File: config.mk
export PLATFORM = sky130hd
export DESIGN_NAME = keyed_baseline_angle_tracker
export DESIGN_NICKNAME = d
export VERILOG_FILES = /design/src/rtl/kbat_pkg.sv /design/src/rtl/kbat_cfg.sv /design/src/rtl/kbat_table.sv /design/src/rtl/keyed_baseline_angle_tracker.sv
export VERILOG_INCLUDE_DIRS = /design/src /design/src/rtl
export SDC_FILE = /design/constraint.sdc
export NUM_CORES = 1
export LEC_CHECK = 0
export BUFFER_PORTS_ARGS = -buffer_cell sky130_fd_sc_hd__clkbuf_2
export CORE_AREA = 2 2 237 239
export DETAILED_ROUTE_END_ITERATION = 10
export DIE_AREA = 0 0 239 241
export PLACE_DENSITY_LB_ADDON = 0.25
export SYNTH_ARGS = -nofsm -noshare
export SYNTH_HDL_FRONTEND = slang
export SYNTH_SLANG_ARGS = --single-unit
File: constraint.sdc
create_clock -name clk_i -period 22.8 [get_ports clk_i]
set_input_delay 2.28 -clock clk_i [delete_from_list [all_inputs] [get_ports clk_i]]
set_output_delay 2.28 -clock clk_i [all_outputs]
set_load 0.005 [all_outputs]
File: src/rtl/keyed_baseline_angle_tracker_macros.svh
// Assertion macros shared by the angle tracker modules.
// No dependencies; the modules that use these macros include this file.
`ifndef KEYED_BASELINE_ANGLE_TRACKER_MACROS_SVH
`define KEYED_BASELINE_ANGLE_TRACKER_MACROS_SVH

// Same-cycle implication, sampled on clk_i and disabled while rst_ni is low.
`define KBAT_ASSERT_IMP(lbl, ante, cons, msg) \
  lbl: assert property (@(posedge clk_i) disable iff (!rst_ni) (ante) |-> (cons)) \
    else $error(msg);

// Next-cycle implication, sampled on clk_i and disabled while rst_ni is low.
`define KBAT_ASSERT_NXT(lbl, ante, cons, msg) \
  lbl: assert property (@(posedge clk_i) disable iff (!rst_ni) (ante) |=> (cons)) \
    else $error(msg);

`endif

File: src/rtl/kbat_pkg.sv
// Package for the keyed baseline angle tracker: widths, types, register codes.
// No dependencies; used by every module of the block.
package kbat_pkg;

  localparam int SlotsDef = 8;
  localparam int KeyW     = 48;
  localparam int AngW     = 17;
  localparam int CfgW     = 16;
  localparam int AddrW    = 4;
  localparam int DataW    = 32;

  localparam logic [CfgW-1:0] LowerRst  = 16'd128;
  localparam logic [CfgW-1:0] UpperRst  = 16'd18048;
  localparam logic [CfgW-1:0] WindowRst = 16'd960;

  typedef logic [KeyW-1:0]        key_t;
  typedef logic signed [AngW-1:0] angle_t;
  typedef logic [CfgW-1:0]        cfg_word_t;

  typedef enum logic [1:0] {
    RegLower  = 2'd0,
    RegUpper  = 2'd1,
    RegWindow = 2'd2
  } reg_idx_e;

  typedef struct packed {
    cfg_word_t lower;
    cfg_word_t upper;
    cfg_word_t window;
  } cfg_t;

  typedef struct packed {
    angle_t base;
    logic   widen;
  } tbl_res_t;

  function automatic logic in_bounds(angle_t a, cfg_t cfg);
    return (a > $signed({1'b0, cfg.lower})) && (a < $signed({1'b0, cfg.upper}));
  endfunction

endpackage

File: src/rtl/kbat_cfg.sv
// Configuration registers of the angle tracker behind an APB-style port.
// Depends on kbat_pkg for the register codes and the configuration struct.
module kbat_cfg (
  input  logic                          clk_i,
  input  logic                          rst_ni,
  input  logic                          psel,
  input  logic                          penable,
  input  logic                          pwrite,
  input  logic [kbat_pkg::AddrW-1:0]    paddr,
  input  logic [kbat_pkg::DataW-1:0]    pwdata,
  output logic [kbat_pkg::DataW-1:0]    prdata,
  output logic                          pready,
  output kbat_pkg::cfg_t                cfg_o
);
  import kbat_pkg::*;

  cfg_t     cfg_q, cfg_d;
  reg_idx_e idx;
  logic     wr_en;

  assign idx    = reg_idx_e'(paddr[3:2]);
  assign wr_en  = psel && penable && pwrite && pready;
  assign pready = 1'b1;
  assign cfg_o  = cfg_q;

  always_comb begin
    cfg_d = cfg_q;
    if (wr_en) begin
      case (idx)
        RegLower:  cfg_d.lower  = pwdata[CfgW-1:0];
        RegUpper:  cfg_d.upper  = pwdata[CfgW-1:0];
        RegWindow: cfg_d.window = pwdata[CfgW-1:0];
        default:   cfg_d = cfg_q;
      endcase
    end
  end

  always_comb begin
    case (idx)
      RegLower:  prdata = {{(DataW-CfgW){1'b0}}, cfg_q.lower};
      RegUpper:  prdata = {{(DataW-CfgW){1'b0}}, cfg_q.upper};
      RegWindow: prdata = {{(DataW-CfgW){1'b0}}, cfg_q.window};
      default:   prdata = '0;
    endcase
  end

  always_ff @(posedge clk_i or negedge rst_ni) begin
    if (!rst_ni) begin
      cfg_q.lower  <= LowerRst;
      cfg_q.upper  <= UpperRst;
      cfg_q.window <= WindowRst;
    end else begin
      cfg_q <= cfg_d;
    end
  end

endmodule

File: src/rtl/kbat_table.sv
// Slot table of the angle tracker: parallel key match, base update and insertion.
// Depends on kbat_pkg and on the assertion macros header.
`include "keyed_baseline_angle_tracker_macros.svh"
module kbat_table #(
  parameter int SLOTS = kbat_pkg::SlotsDef
) (
  input  logic                 clk_i,
  input  logic                 rst_ni,
  input  logic                 track_i,
  input  logic                 clear_i,
  input  kbat_pkg::key_t       key_i,
  input  kbat_pkg::angle_t     angle_i,
  input  kbat_pkg::cfg_word_t  window_i,
  output kbat_pkg::tbl_res_t   res_o
);
  import kbat_pkg::*;

  localparam int PtrW = (SLOTS > 1) ? $clog2(SLOTS) : 1;

  key_t              key_q  [SLOTS];
  angle_t            base_q [SLOTS];
  logic [SLOTS-1:0]  valid_q;
  logic [PtrW-1:0]   ptr_q, ptr_d, ptr_inc;
  logic [SLOTS-1:0]  hit_vec;
  logic              hit;
  angle_t            hit_base;
  logic signed [AngW:0] rise;
  logic              rise_wide;
  logic              rise_neg;
  logic              replace;

  always_comb begin
    hit_base = '0;
    for (int i = 0; i < SLOTS; i++) begin
      hit_vec[i] = valid_q[i] && (key_q[i] == key_i);
      if (hit_vec[i]) begin
        hit_base = hit_base | base_q[i];
      end
    end
  end

  assign hit       = |hit_vec;
  assign rise      = {angle_i[AngW-1], angle_i} - {hit_base[AngW-1], hit_base};
  assign rise_wide = rise > $signed({2'b00, window_i});
  assign rise_neg  = rise[AngW];
  assign replace   = rise_wide || rise_neg;
  assign ptr_inc   = (ptr_q == PtrW'(SLOTS - 1)) ? '0 : ptr_q + 1'b1;

  always_comb begin
    res_o.base  = angle_i;
    res_o.widen = 1'b0;
    if (hit) begin
      res_o.base  = replace ? angle_i : hit_base;
      res_o.widen = rise_wide;
    end
  end

  always_comb begin
    ptr_d = ptr_q;
    if (clear_i) begin
      ptr_d = '0;
    end else if (track_i && !hit) begin
      ptr_d = ptr_inc;
    end
  end

  always_ff @(posedge clk_i or negedge rst_ni) begin
    if (!rst_ni) begin
      valid_q <= '0;
      ptr_q   <= '0;
    end else begin
      ptr_q <= ptr_d;
      for (int i = 0; i < SLOTS; i++) begin
        if (clear_i) begin
          valid_q[i] <= 1'b0;
        end else if (track_i && !hit && (ptr_q == PtrW'(i))) begin
          valid_q[i] <= 1'b1;
        end
      end
    end
  end

  always_ff @(posedge clk_i) begin
    for (int i = 0; i < SLOTS; i++) begin
      if (track_i && hit_vec[i] && replace) begin
        base_q[i] <= angle_i;
      end else if (track_i && !hit && (ptr_q == PtrW'(i))) begin
        base_q[i] <= angle_i;
        key_q[i]  <= key_i;
      end
    end
  end

  `KBAT_ASSERT_IMP(a_single_match, track_i, $onehot0(hit_vec), "more than one slot matched")
  `KBAT_ASSERT_NXT(a_clear_empties, clear_i, valid_q == '0, "slots still valid after clear")
  `KBAT_ASSERT_NXT(a_insert_advances, track_i && !clear_i && !hit, ptr_q == $past(ptr_inc),
                   "insertion pointer did not advance")

endmodule

File: src/rtl/keyed_baseline_angle_tracker.sv
// Keyed baseline angle tracker: one item may be started in every cycle, busy stays low.
// An item is registered at start, looked up and resolved in the
// next cycle, and its result is registered and shown with done_o for one cycle.
// Throughput is one item per cycle, set by the combinational slot match and the registered update.
// Reset empties the slot table, clears the widened flag and loads the default bounds.
// The receiver cannot stall; each result is valid for exactly one cycle.
`include "keyed_baseline_angle_tracker_macros.svh"
module keyed_baseline_angle_tracker #(
  parameter int SLOTS = kbat_pkg::SlotsDef
) (
  input  logic                       clk_i,
  input  logic                       rst_ni,
  input  logic                       start,
  output logic                       busy,
  input  logic                       func_i,
  input  kbat_pkg::key_t             camera_key_i,
  input  kbat_pkg::angle_t           horizontal_angle_i,
  input  kbat_pkg::angle_t           vertical_angle_i,
  output logic                       done_o,
  output logic                       usable_o,
  output kbat_pkg::angle_t           base_angle_o,
  output logic                       widened_o,
  input  logic                       psel,
  input  logic                       penable,
  input  logic                       pwrite,
  input  logic [kbat_pkg::AddrW-1:0] paddr,
  input  logic [kbat_pkg::DataW-1:0] pwdata,
  output logic [kbat_pkg::DataW-1:0] prdata,
  output logic                       pready
);
  import kbat_pkg::*;

  cfg_t     cfg;
  tbl_res_t tbl_res;

  logic   in_vld_q;
  logic   func_q;
  key_t   key_q;
  angle_t h_q, v_q;

  logic   usable;
  logic   track;
  logic   clear;

  logic   wid_q, wid_d;
  logic   done_q;
  logic   usable_q, usable_d;
  angle_t base_q, base_d;

  assign busy = 1'b0;

  kbat_cfg u_cfg (
    .clk_i   (clk_i),
    .rst_ni  (rst_ni),
    .psel    (psel),
    .penable (penable),
    .pwrite  (pwrite),
    .paddr   (paddr),
    .pwdata  (pwdata),
    .prdata  (prdata),
    .pready  (pready),
    .cfg_o   (cfg)
  );

  assign usable = in_bounds(h_q, cfg) && in_bounds(v_q, cfg);
  assign track  = in_vld_q && !func_q && usable;
  assign clear  = in_vld_q && func_q;

  kbat_table #(
    .SLOTS (SLOTS)
  ) u_table (
    .clk_i    (clk_i),
    .rst_ni   (rst_ni),
    .track_i  (track),
    .clear_i  (clear),
    .key_i    (key_q),
    .angle_i  (h_q),
    .window_i (cfg.window),
    .res_o    (tbl_res)
  );

  always_comb begin
    wid_d    = wid_q;
    usable_d = 1'b0;
    base_d   = '0;
    if (track) begin
      wid_d    = tbl_res.widen;
      usable_d = 1'b1;
      base_d   = tbl_res.base;
    end
  end

  always_ff @(posedge clk_i or negedge rst_ni) begin
    if (!rst_ni) begin
      in_vld_q <= 1'b0;
      done_q   <= 1'b0;
      wid_q    <= 1'b0;
    end else begin
      in_vld_q <= start && !busy;
      done_q   <= in_vld_q;
      wid_q    <= wid_d;
    end
  end

  always_ff @(posedge clk_i) begin
    if (start && !busy) begin
      func_q <= func_i;
      key_q  <= camera_key_i;
      h_q    <= horizontal_angle_i;
      v_q    <= vertical_angle_i;
    end
    usable_q <= usable_d;
    base_q   <= base_d;
  end

  assign done_o       = done_q;
  assign usable_o     = usable_q;
  assign base_angle_o = base_q;
  assign widened_o    = wid_q;

  `KBAT_ASSERT_NXT(a_start_registers, start && !busy, in_vld_q, "started item not registered")
  `KBAT_ASSERT_NXT(a_item_gives_result, in_vld_q, done_o, "registered item gave no result")
  `KBAT_ASSERT_IMP(a_unusable_base_zero, done_o && !usable_o, base_angle_o == '0,
                   "unusable item reports a non-zero base")

endmodule

Yosys cells after proc, flatten, opt, wreduce, memory -nomap -nowiden --
Memory sizes are Yosys's and may differ from the RTL's. Index checks and enable logic that the tools add are counted.
Word-level totals: bits of input ports 125, flip-flop bits (word level) 163, RAM bits 520, logic and storage cells 228, memories 2
Memory list:
- u_table.key_q | words 8, width 48, read ports 8, clocked after memory_dff 0, write ports 1, line kbat_table.sv:20 | key_t key_q [SLOTS];
- u_table.base_q | words 8, width 17, read ports 8, clocked after memory_dff 0, write ports 8, line kbat_table.sv:21 | angle_t base_q [SLOTS];
Operators by class: eq/ne operators 17, bitwise operators 15, $add $sub $neg 2, reduce and logical (&&, ||, !) cells 66, order comparisons 5, muxes and demuxes 100
Operators with widths (number):
- $eq A48 B48 Y1 | 8
- $mux W48 | 7
- $reduce_or A48 Y1 | 7
- $mux W17 | 17
- $or A17 B17 Y17 | 7
- $mux W1 | 64
- $pmux W16 S3 | 1
- $logic_and A1 B1 Y1 | 41
- $gt A17 B17 Y1 | 2
- $lt A17 B17 Y1 | 2
- $mux W3 | 10
- $gt A18 B17 Y1 | 1
- $mux W18 | 1
- $reduce_bool A2 Y1 | 9
- $sub A17 B17 Y18 | 1
- $eq A3 B3 Y1 const B | 4
- $or A1 B1 Y1 | 8
- $reduce_or A8 Y1 | 1
- $eq A3 B2 Y1 const B | 2
- $reduce_and A2 Y1 | 3
- $add A3 B1 Y3 const B | 1
- $eq A3 B1 Y1 const B | 1
- $logic_not A3 Y1 | 1
- $eq A2 B1 Y1 const B | 1
- 4 further kinds | 5

Logic depth before layout (Yosys ltp) --
Gate-level depths: netlist of run 1. An unclocked memory read counts as a cell.
depth in word-level cells 32, depth in mapped cells 29, depth with buffers taken out 24

By module --
Synthesis of run 1 repeated with hierarchy kept, for this count alone.
Second synthesis, totals: cell total of the unflattened synthesis 2035, area total of the unflattened synthesis 30147.7 um2
By module, submodules not included:
- kbat_table | sequential area each 15890.2 um2, area each 23209.8 um2, instances 1, cells an instance 1543
- keyed_baseline_angle_tracker | sequential area each 2927.8 um2, area each 4594.4 um2, instances 1, cells an instance 314
- kbat_cfg | sequential area each 1212.4 um2, area each 2343.5 um2, instances 1, cells an instance 178

Worst setup path after synthesis of run 1 --
OpenSTA, ideal clock, no wires.
kind register to register, start point reg u_cfg.cfg_q, in the netlist u_cfg.cfg_o[30], end point mem u_table.base_q[0][34] (netlist name), enable pin, stages on the path, launching flop included 10, setup time 0.373 ns, period minus slack after synthesis 7.614 ns, required time 22.427 ns, arrival time 7.241 ns, slack 15.186 ns, cells stage by stage dfstp_2 inv_1 ha_1 and4b_1 a221oi_1 nand4b_1 a221oi_1 nand4_1 nor4_1 a21o_1
RTL lines:
- start, declared | line kbat_cfg.sv:17 | cfg_t cfg_q, cfg_d;
- start signal, assigned | line kbat_cfg.sv:53 | cfg_q <= cfg_d;
- end, declared | line kbat_table.sv:21

==> results of run 1 <==
==> worst max-delay path, cell delays in order, from the launching register on <==
cell and delay [ps]:
edfxtp_1 1050, xor2_1 160, nor4_1 260, nand4_1 360, nor4_4 710, and2_1 770
a221oi_1 230, and3_1 300, ha_1 340, o21a_1 120, o31a_1 130, o211ai_1 330
o211ai_1 190, a31oi_1 310, o21bai_1 110, a21oi_1 230, xnor2_1 100, ha_1 300
nand4_1 80, nor2_1 200, o2bb2ai_1 150, o21ai_1 70, buf_4 220, a21oi_1 510
a32o_1 970
==> routing by layer <==
metal  part of all wire [%]  wire (microns)  global-route usage, %  vias to the layer above
li1                       -               -                      -                     7972
met1                     44           32100                   37.5                     8942
met2                     45           33100                   39.3                      769
met3                    8.8            6490                   5.32                      116
met4                    2.6            1890                   8.96                        2
met5                  0.018              13                      0                        -
==> state kept, by name, summed over array words and instances, names as in the netlist, 8 cells and up <==
name and count:
base_angle_o 17, u_table.key_q 384, u_table.base_q 136, v_q 17
u_cfg.cfg_o 48, u_table.valid_q 8, key_q 48, h_q 17
==> cell type report <==
cell class	count	area, sq um
inverters	90	338
multi-input cells	1161	9150
flip-flops and latches	683	20000
fillers	4072	21000
clock buffers	93	1950
well taps	704	881
clock inverters	37	395
repair buffers	204	1180
==> worst min path at each step <==
| stage | from | endpoint | slack, ps |
|---|---|---|---|
| 3_3_place_gp | in_vld_q$_DFF_PN0_ | done_o$_DFF_PN0_ | 440 |
| 6_report | in_vld_q$_DFF_PN0_ | done_o$_DFF_PN0_ | 470 |
| 5_1_grt | in_vld_q$_DFF_PN0_ | done_o$_DFF_PN0_ | 490 |
| 4_1_cts | in_vld_q$_DFF_PN0_ | done_o$_DFF_PN0_ | 460 |
| 3_5_place_dp | in_vld_q$_DFF_PN0_ | done_o$_DFF_PN0_ | 440 |
| 2_1_floorplan | in_vld_q$_DFF_PN0_ | done_o$_DFF_PN0_ | 390 |
==> logic make-up after synthesis <==
family / count (synthesis)
buf+inv: 195
compound gates: 306
mux: 34
simple gates: 345
xor+xnor: 355
fa+ha+maj: 103
other cells: 2
flops: 683
==> power by group through the flow <==
stage                     sequential, mW  clock [mW]  combinational, mW
after floorplan                     1.46           0              0.191
after global placement              1.47           0              0.285
after detailed placement            1.47           0              0.295
after CTS                           1.44        1.19              0.297
after global routing                1.45        1.24              0.332
final                               1.44        1.17              0.298
==> per-stage QoR <==
stage	hold WS [ps]	instances
after floorplan	387	2039
after global placement	436	2842
after detailed placement	444	2842
after CTS	461	2972
after global routing	487	2972
final	472	2972
==> cell usage in the layout, fill, tap and decap left out, types with 13 or more instances in the layout <==
cell,count
a211oi_1,13
a21o_1,24
a21oi_1,32
a221oi_1,16
a22oi_1,28
a31oi_1,19
a32o_1,23
buf_4,63
clkbuf_1,16
clkbuf_16,74
clkbuf_2,140
conb_1,18
dfrtp_1,53
dfxtp_1,18
edfxtp_1,603
ha_1,102
inv_1,90
mux2_2,18
mux2i_1,16
nand2_1,68
nand2b_1,16
nand3_1,21
nand4_1,48
nor2_1,33
nor2b_1,18
nor3_1,17
nor4_1,61
o21ai_0,66
xnor2_1,117
xor2_1,238
==> metrics.txt, run 1 <==
fraction of the mapped netlist area in simple logic gates under 10%; IO Port Bufs 142; Max-cap violations 0; post-synthesis sequential area ratio approximately 67%; Adder-Cell Fraction of Synth Area 4.32%; cell internal pwr ~2.2 mW; R2R depth 24; nets between 2,000 and 2,500; post-cts resize count 0; Antenna Nets Post-Route 0; Fmax 0.116 GHz; clock skew approximately 33 ps; VDD IR max 0.0000856 V; max_slew headroom between 10% and 20%; HP Class flop to flop; Post-CTS Setup Bufs 0; mux contribution to synthesized area ~1.2%; Pwr per Cell Area between 80 and 90 nW/um^2; Net Sw Power between 0.7 and 0.8 mW; Switching Fraction 24.2%; worst slack at placement 14,380 ps; Vias ~18,000; Worst-path clk slew 60 ps; leakage ~12 nW; power share of the clock group 40.2%; Cells after Synth between 2,000 and 2,500; vias per std cell ~6; initial antenna violation count 1; Num CTS Buffers roughly 70; Post-synth top flop edfxtp_1; TritonCTS clock tree yes; register bit total from synthesis between 600 and 700; hold depth 0; area share of the largest cell type after synthesis about three fifths; antenna cells 0; Area contributors post-synth edfxtp_1 (60%), xor2_1 (6.9%), dfrtp_1 (4.4%), ha_1 (4.3%), xnor2_1 (3.4%); synth unique cells 79; area leader, netlist edfxtp_1; Placer Congestion 0.850; Setup crit end u_table.base_q[1][24]$_DFFE_PP_; unrepaired setup endpoints after global routing no; pin count of the biggest net entering global routing between 60 and 70; PnR worst setup slack approximately 14,000 ps; Longest Clk Path Bufs 3; Synth top cells by count edfxtp_1 (603), xor2_1 (238), xnor2_1 (117); HPWL after DPL around 47 mm; layout cells sized above 1 between 15 and 20%; actual slew at the worst max-slew pin roughly 1200 ps; Die Ht 241 microns; Final Slew Violations 0; Initial Utilization 54.7%; CTS root buffer clkbuf_16; r2r setup slk between 10,000 and 15,000 ps; iteration count of the initial detailed-routing pass 6; placed instance area between 30,000 and 40,000 sq um; GRT Util Overall 25.9%; design area 33,900 sq um; reg-to-reg endpoint u_table.base_q[1][24]$_DFFE_PP_; Period Utilization, post-route 37.9%; Tmin final 8640 ps; Hold Vio Cnt, Final 0; clk_lat worst skew slightly above 600 ps; FP Rows 86; Setup Total Neg Slack 0 ps; Arr. time, crit path 8860 ps; first-pass GRT wire length 109 mm; # hold bufs at CTS 0; combinational power share around a tenth; Routed WL approximately 74 mm; area delta synth->final 13.0%; Core Area ~55,000 sq um; fraction of registers with async set/reset ~9.1%; Synth Warn # 0; Crit. End Element flop; xor/xnor share of the synthesized area 10.4%; width of the die 239 microns; Post-synth EDFFs 603; largest family of logic cells by synthesized area XOR/XNOR gates; CP startpoint key_q[2]$_DFFE_PP_; Mean Syn Cell Area between 10 and 15 sq um; Routed WL per cell roughly 25 microns; IO Pins 179; CP required around 23,000 ps; crit-path max FO 20; clock sink count approximately 680; overall power 2.91 mW; Reg-to-Reg Start key_q[2]$_DFFE_PP_; Die ar. around 58,000 sq um; iteration-0 DRC count of the detailed router 1,864; status finished, final reports clean; H-tree levels 3; Final setup viols 0; Synth Area in Compound Gates 7.54%; # DRC 0; vias in the first global route roughly 18,000; Critical Path Start Type flop; Cell Area, Synth around 30,000 sq um; Worst Path Class, Setup flop to flop; top-count cell post-synth edfxtp_1; Core Util, Final 61.8%; gr ovfl total 0; Seq pwr share 49.6%
Power figures use the tool's default switching activity.
==> run 2, diff against run 1 <==
==> constraint.sdc (replaced) <==
create_clock -name clk_i -period 8.45 [get_ports clk_i]
set_input_delay 0.845 -clock clk_i [delete_from_list [all_inputs] [get_ports clk_i]]
set_output_delay 0.845 -clock clk_i [all_outputs]
set_load 0.005 [all_outputs]
==> run 2 against run 1 <==
  * Die area did not move
  * Sequential power rose to 2.7 times the previous value
  * Clock power rose to 2.7 times the previous value
  * Worst setup slack got worse by 13000 ps
  * Count of clock-buffer cells in the layout fell by 5
  * Sequential share of layout area fell by 0.41 points
  * Wire length rose by 3.1%
  * Worst hold slack got worse by 73 ps
  * Sequential cell count did not move
  * Critical path depth rose by 2
==> metrics.txt, run 2 (same netlist as run 1, synthesis figures left out) <==
Hold Vio Cnt, Final 0 (unchanged); IO Pins 179 (unchanged); iteration-0 DRC count of the detailed router 2,239 (was 1,864); HP Class input pin to flop (was flop to flop); gr ovfl total 0 (unchanged); TritonCTS clock tree yes (unchanged); vias per std cell 6.07 (was 5.99); Routed WL per cell 25.3 microns (was 24.8 microns); Num CTS Buffers 70 (was 72); Tmin final 7570 ps (was 8640 ps); H-tree levels 3 (unchanged); Antenna Nets Post-Route 0 (unchanged); Crit. End Element flop (unchanged); Arr. time, crit path 7840 ps (was 8860 ps); Vias 18,200 (was 17,800); Initial Utilization 54.7% (unchanged); Setup Total Neg Slack 0 ps (unchanged); vias in the first global route 17,900 (was 17,800); Final setup viols 0 (unchanged); actual slew at the worst max-slew pin 1220 ps (was 1210 ps); crit-path max FO 17 (was 20); post-cts resize count 0 (unchanged); IO Port Bufs 142 (unchanged); clk_lat worst skew 620 ps (about the same); Worst Path Class, Setup flop to flop (unchanged); Worst-path clk slew 60 ps (about the same); Largest regs u_table.key_q (384), u_table.base_q (136) (unchanged); Largest register FFs 384 (unchanged); Fmax 0.132 GHz (was 0.116 GHz); status finished, final reports clean (unchanged); placed instance area 31,800 sq um (was 31,600 sq um); Routed WL 75.9 mm (was 73.6 mm); area delta synth->final 13.8% (was 13.0%); Final Slew Violations 0 (unchanged); Die ar. 57,600 sq um (unchanged); Core Area 54,900 sq um (unchanged); Critical Path Start Type flop (unchanged); unrepaired setup endpoints after global routing no (unchanged); iteration count of the initial detailed-routing pass 5 (was 6); Reg-to-Reg Start key_q[46]$_DFFE_PP_ (was key_q[2]$_DFFE_PP_); pin count of the biggest net entering global routing 63 (unchanged); VDD IR max 0.000277 V (was 0.0000856 V); clock sink count 683 (unchanged); clock skew 32.7 ps (was 32.9 ps); leakage 12.5 nW (was 12.3 nW); commonest non-fill, non-tap cell in the layout edfxtp_1 (unchanged); Placer Congestion 0.902 (was 0.850); Period Utilization, post-route 89.6% (was 37.9%); first-pass GRT wire length 112 mm (was 109 mm); width of the die 239 microns (unchanged); Core Util, Final 62.2% (was 61.8%); layout cells sized above 1 17.4% (was 16.4%); CTS root buffer clkbuf_16 (unchanged); CP required 8720 ps (was 23,020 ps); CP startpoint key_q[46]$_DFFE_PP_ (was key_q[2]$_DFFE_PP_); Reg with most FFs u_table.key_q (unchanged); commonest non-fill, non-tap cells in the layout edfxtp_1 (603), xor2_1 (238), clkbuf_2 (140) (unchanged); FP Rows 86 (unchanged); Pwr per Cell Area 230 nW/um^2 (was 85.9 nW/um^2); initial antenna violation count 1 (unchanged); overall power 7.87 mW (was 2.91 mW); Longest Clk Path Bufs 3 (unchanged); Hold Crit Start camera_key_i[36] (was in_vld_q$_DFF_PN0_); Die Ht 241 microns (unchanged); GRT Util Overall 26.6% (was 25.9%); Post-CTS Setup Bufs 0 (unchanged); Max-cap violations 0 (unchanged); # hold bufs at CTS 0 (unchanged); HPWL after DPL 51.3 mm (was 47.1 mm); design area 34,200 sq um (was 33,900 sq um); # DRC 0 (unchanged); max_slew headroom 18.9% (was 19.7%); nets 2,466 (was 2,440)
[run 2: metrics by stage]
stage                     worst slack (ps)  hold slack (ps)  std cells
final                                  879              399       3000
after global routing                   427              384       2999
after CTS                              988              380       2998
after detailed placement              1020              424       2870
after global placement                1200              427       2870
after floorplan                        836              387       2039
[run 2: worst max-delay path, stage by stage, from the launching register on]
cell	delay [ps]
edfxtp_1	960
xor2_1	160
nor4_1	630
nand3_1	170
nor4_1	740
and2_1	520
buf_4	300
a22oi_1	90
and3_4	220
ha_1	360
nand2_1	80
o21ai_0	280
o211ai_1	200
o211ai_1	300
a31oi_1	170
o21bai_1	170
a21oi_1	100
xnor2_1	130
ha_1	290
nand4_1	70
nor2_1	130
o2bb2ai_1	130
o21ai_1	170
a21oi_1	200
buf_4	190
a32o_1	140
buf_4	300
[run 2: final cells by class]
type	count	area, sq um
Fill cell	3966	20700
Sequential cell	683	20000
Inverter	90	338
Antenna cell	2	5.00
Tap cell	704	881
Clock buffer	88	1900
Timing Repair Buffer	232	1430
Multi-Input combinational cell	1161	9150
Clock inverter	40	430
[run 2: power breakdown]
group	switching [mW]	total [mW]	internal (mW)
Sequential	0.148	3.95	3.80
Combinational	0.462	0.777	0.315
Clock	1.29	3.14	1.85
[run 2: path summary, 6_finish.rpt]
kind / slack [ps] / depth (start not counted) / endpoint
hold / removal: 400 / 1 / key_q[36]$_DFFE_PP_
setup / recovery: 880 / 26 / u_table.base_q[1][29]$_DFFE_PP_
hold reg to reg: 430 / 0 / done_o$_DFF_PN0_
max in group asynchronous: 7420 / 2 / u_table.valid_q[0]$_DFFE_PN0P_
min in group asynchronous: 430 / 2 / u_cfg.cfg_o[4]$_DFFE_PN0P_
setup reg to reg: 880 / 26 / u_table.base_q[1][29]$_DFFE_PP_
[run 2: per-layer routing]
| layer | track usage, % | vias to the layer above | part of all wire [%] |
|---|---|---|---|
| li1 | - | 8031 | - |
| met1 | 39.7 | 9147 | 44 |
| met2 | 40.0 | 914 | 45 |
| met3 | 4.55 | 132 | 9.0 |
| met4 | 8.54 | 0 | 2.8 |
| met5 | 0 | - | 0 |
==> run 3, diff against run 2 <==
--- a/config.mk
+++ b/config.mk
@@ -10,6 +10,7 @@
 export CORE_AREA = 2 2 237 239
 export DETAILED_ROUTE_END_ITERATION = 10
 export DIE_AREA = 0 0 239 241
+export MAX_ROUTING_LAYER = met4
 export PLACE_DENSITY_LB_ADDON = 0.25
 export SYNTH_ARGS = -nofsm -noshare
 export SYNTH_HDL_FRONTEND = slang
==> run 3 against run 2 <==
  * Combinational power shrank 3.2%
  * Clock skew shrank 4.9 ps
  * First-iteration DRC count shrank 16%
  * Non-clock buffer count shrank 3
  * Maximum frequency grew 5.3%
  * Worst setup slack gained 380 ps
  * Sequential share of layout area grew 0.12 points
  * Wire length shrank 0.49%
  * Worst hold slack gained 2.6 ps
  * Largest power group unchanged
==> metrics.txt, run 3 (same netlist as run 1, synthesis figures left out) <==
Placer Congestion 0.889 (was 0.902); status finished, final reports clean (unchanged); slowest stage delay, CP 930 ps (was 960 ps); width of the die 239 microns (unchanged); area delta synth->final 13.6% (was 13.8%); layout cells sized above 1 17.2% (was 17.4%); Reg-to-Reg Start key_q[46]$_DFFE_PP_ (unchanged); H-tree levels 3 (unchanged); CTS root buffer clkbuf_16 (unchanged); Worst-path clk slew 60 ps (about the same); Vias 18,000 (was 18,200); clock skew 27.8 ps (was 32.7 ps); Routed WL per cell 25.2 microns (was 25.3 microns); Tmin final 7190 ps (was 7570 ps); Pwr per Cell Area 229 nW/um^2 (was 230 nW/um^2); pin count of the biggest net entering global routing 63 (unchanged); VDD IR max 0.000165 V (was 0.000277 V); Fmax 0.139 GHz (was 0.132 GHz); vias in the first global route 17,700 (was 17,900); unrepaired setup endpoints after global routing no (unchanged); Antenna Nets Post-Route 0 (unchanged); r2r setup slk 1260 ps (was 880 ps); Max-cap violations 0 (unchanged); hold endpoint key_q[46]$_DFFE_PP_ (was key_q[36]$_DFFE_PP_); R2R depth 28 (was 26); Final setup viols 0 (unchanged); crit-path max FO 17 (unchanged); Hold Vio Cnt, Final 0 (unchanged); Die Ht 241 microns (unchanged); CP required 8710 ps (was 8720 ps); IO Port Bufs 142 (unchanged); hold depth 1 (unchanged); Top Usage Layer GRT met2 (unchanged); CP delay by family, top compound AO/OA/AOI/OAI gates (was simple AND/OR/NAND/NOR gates); FP Rows 86 (unchanged); # hold bufs at CTS 0 (unchanged); commonest non-fill, non-tap cell in the layout edfxtp_1 (unchanged); Arr. time, crit path 7450 ps (was 7840 ps); HPWL after DPL 51.4 mm (was 51.3 mm); WP buf/inv 5 (was 3); iteration count of the initial detailed-routing pass 7 (was 5); max_slew headroom 18.2% (was 18.9%); Longest Clk Path Bufs 3 (unchanged); Num CTS Buffers 72 (was 70); Hold Crit Start camera_key_i[46] (was camera_key_i[36]); reg-to-reg endpoint u_table.base_q[1][15]$_DFFE_PP_ (was u_table.base_q[1][29]$_DFFE_PP_); # DRC 0 (unchanged); IO Pins 179 (unchanged); Routed WL 75.5 mm (was 75.9 mm); Reg with most FFs u_table.key_q (unchanged); Setup Total Neg Slack 0 ps (unchanged); cell repeated most along the worst path buf_4 (unchanged); Largest regs u_table.key_q (384), u_table.base_q (136) (unchanged); GRT Util Overall 27.4% (was 26.6%); initial antenna violation count 1 (unchanged); Initial Utilization 54.7% (unchanged); clock sink count 683 (unchanged); leakage 12.5 nW (about the same); first-pass GRT wire length 111 mm (was 112 mm); post-cts resize count 0 (unchanged); Final Slew Violations 0 (unchanged); nets 2,465 (was 2,466); gr ovfl total 0 (unchanged); met1 GRT Util 39.2% (was 39.7%); Worst Path Class, Setup flop to flop (unchanged); Die ar. 57,600 sq um (unchanged); vias per std cell 6.01 (was 6.07); Crit. End Element flop (unchanged); actual slew at the worst max-slew pin 1230 ps (was 1220 ps); Period Utilization, post-route 85.1% (was 89.6%); worst slack at placement 1420 ps (was 1020 ps); grt met3 use 5.23% (was 4.55%); clk_lat worst skew 620 ps (about the same); CP max stage cell edfxtp_1 (unchanged); commonest non-fill, non-tap cells in the layout edfxtp_1 (603), xor2_1 (238), clkbuf_2 (140) (unchanged); Largest register FFs 384 (unchanged); Core Area 54,900 sq um (unchanged); Post-CTS Setup Bufs 0 (unchanged); HP Class input pin to flop (unchanged); met2 usage 39.6% (was 40.0%); Critical Path Start Type flop (unchanged); PnR worst setup slack 1260 ps (was 879 ps); TritonCTS clock tree yes (unchanged); iteration-0 DRC count of the detailed router 1,885 (was 2,239)
-- run 3: cell types whose count changed in the layout (fill, tap and decap cells not counted), sizes merged, moves of 3 or more --
| cell | delta |
|---|---|
| clkbuf | +9 |
| clkinv | +6 |
| clkinvlp | -5 |
| bufinv | -4 |
| buf | -3 |
-- run 3: worst register-to-register path, delay by kind of cell, from the launching register on --
kind,cells,cell delay (ps)
compound gates,11,1930
simple gates,8,1850
flops,1,930
fa+ha+maj,2,640
buf+inv,5,1170
xor+xnor,2,300
-- run 3: worst max path at each step --
stage / endpoint / from / cells past startpoint / slack, ps
global route: u_table.base_q[1][2]$_DFFE_PP_ / key_q[0]$_DFFE_PP_ / 26 / 800
floorplan: u_table.base_q[0][34]$_DFFE_PP_ / u_cfg.cfg_o[30]$_DFFE_PN1P_ / 9 / 840
CTS: u_table.base_q[1][15]$_DFFE_PP_ / key_q[46]$_DFFE_PP_ / 28 / 1340
detailed placement: u_table.base_q[1][2]$_DFFE_PP_ / key_q[11]$_DFFE_PP_ / 26 / 1420
finish: u_table.base_q[1][15]$_DFFE_PP_ / key_q[46]$_DFFE_PP_ / 28 / 1260
global placement: u_table.base_q[1][2]$_DFFE_PP_ / key_q[44]$_DFFE_PP_ / 26 / 1460
-- run 3: power breakdown --
part	internal, mW	switching [mW]
Sequential	3.80	0.162
Clock	1.79	1.29
Combinational	0.311	0.440
Total	5.90	1.89
-- run 3: area by class of cell --
class	count	area [sq um]
antenna	1	2.50
clock buffer	97	2000
clock inverter	36	287
fill	4058	20800
inverter	90	338
multi-input combinational	1161	9150
sequential	683	20000
tap	704	881
timing repair buffer	229	1400
-- run 3: routing by layer --
layer / up-vias / share of wire (%) / wire (microns)
li1: 8035 / - / -
met1: 9027 / 44 / 32900
met2: 846 / 44 / 33400
met3: 141 / 9.1 / 6910
met4: 0 / 3.0 / 2300
met5: - / 0 / 0
-- run 3: stage by stage --
stage	area, sq um	hold WS, ps	std cells	utilization (%)	power (mW)
finish	34100	402	3001	62.1	7.79
global route	34100	383	3001	62.1	8.08
CTS	34100	371	3000	62.1	7.83
detailed placement	31800	429	2867	57.9	4.78
global placement	31800	431	2867	57.9	4.74
floorplan	30100	387	2039	-	4.45
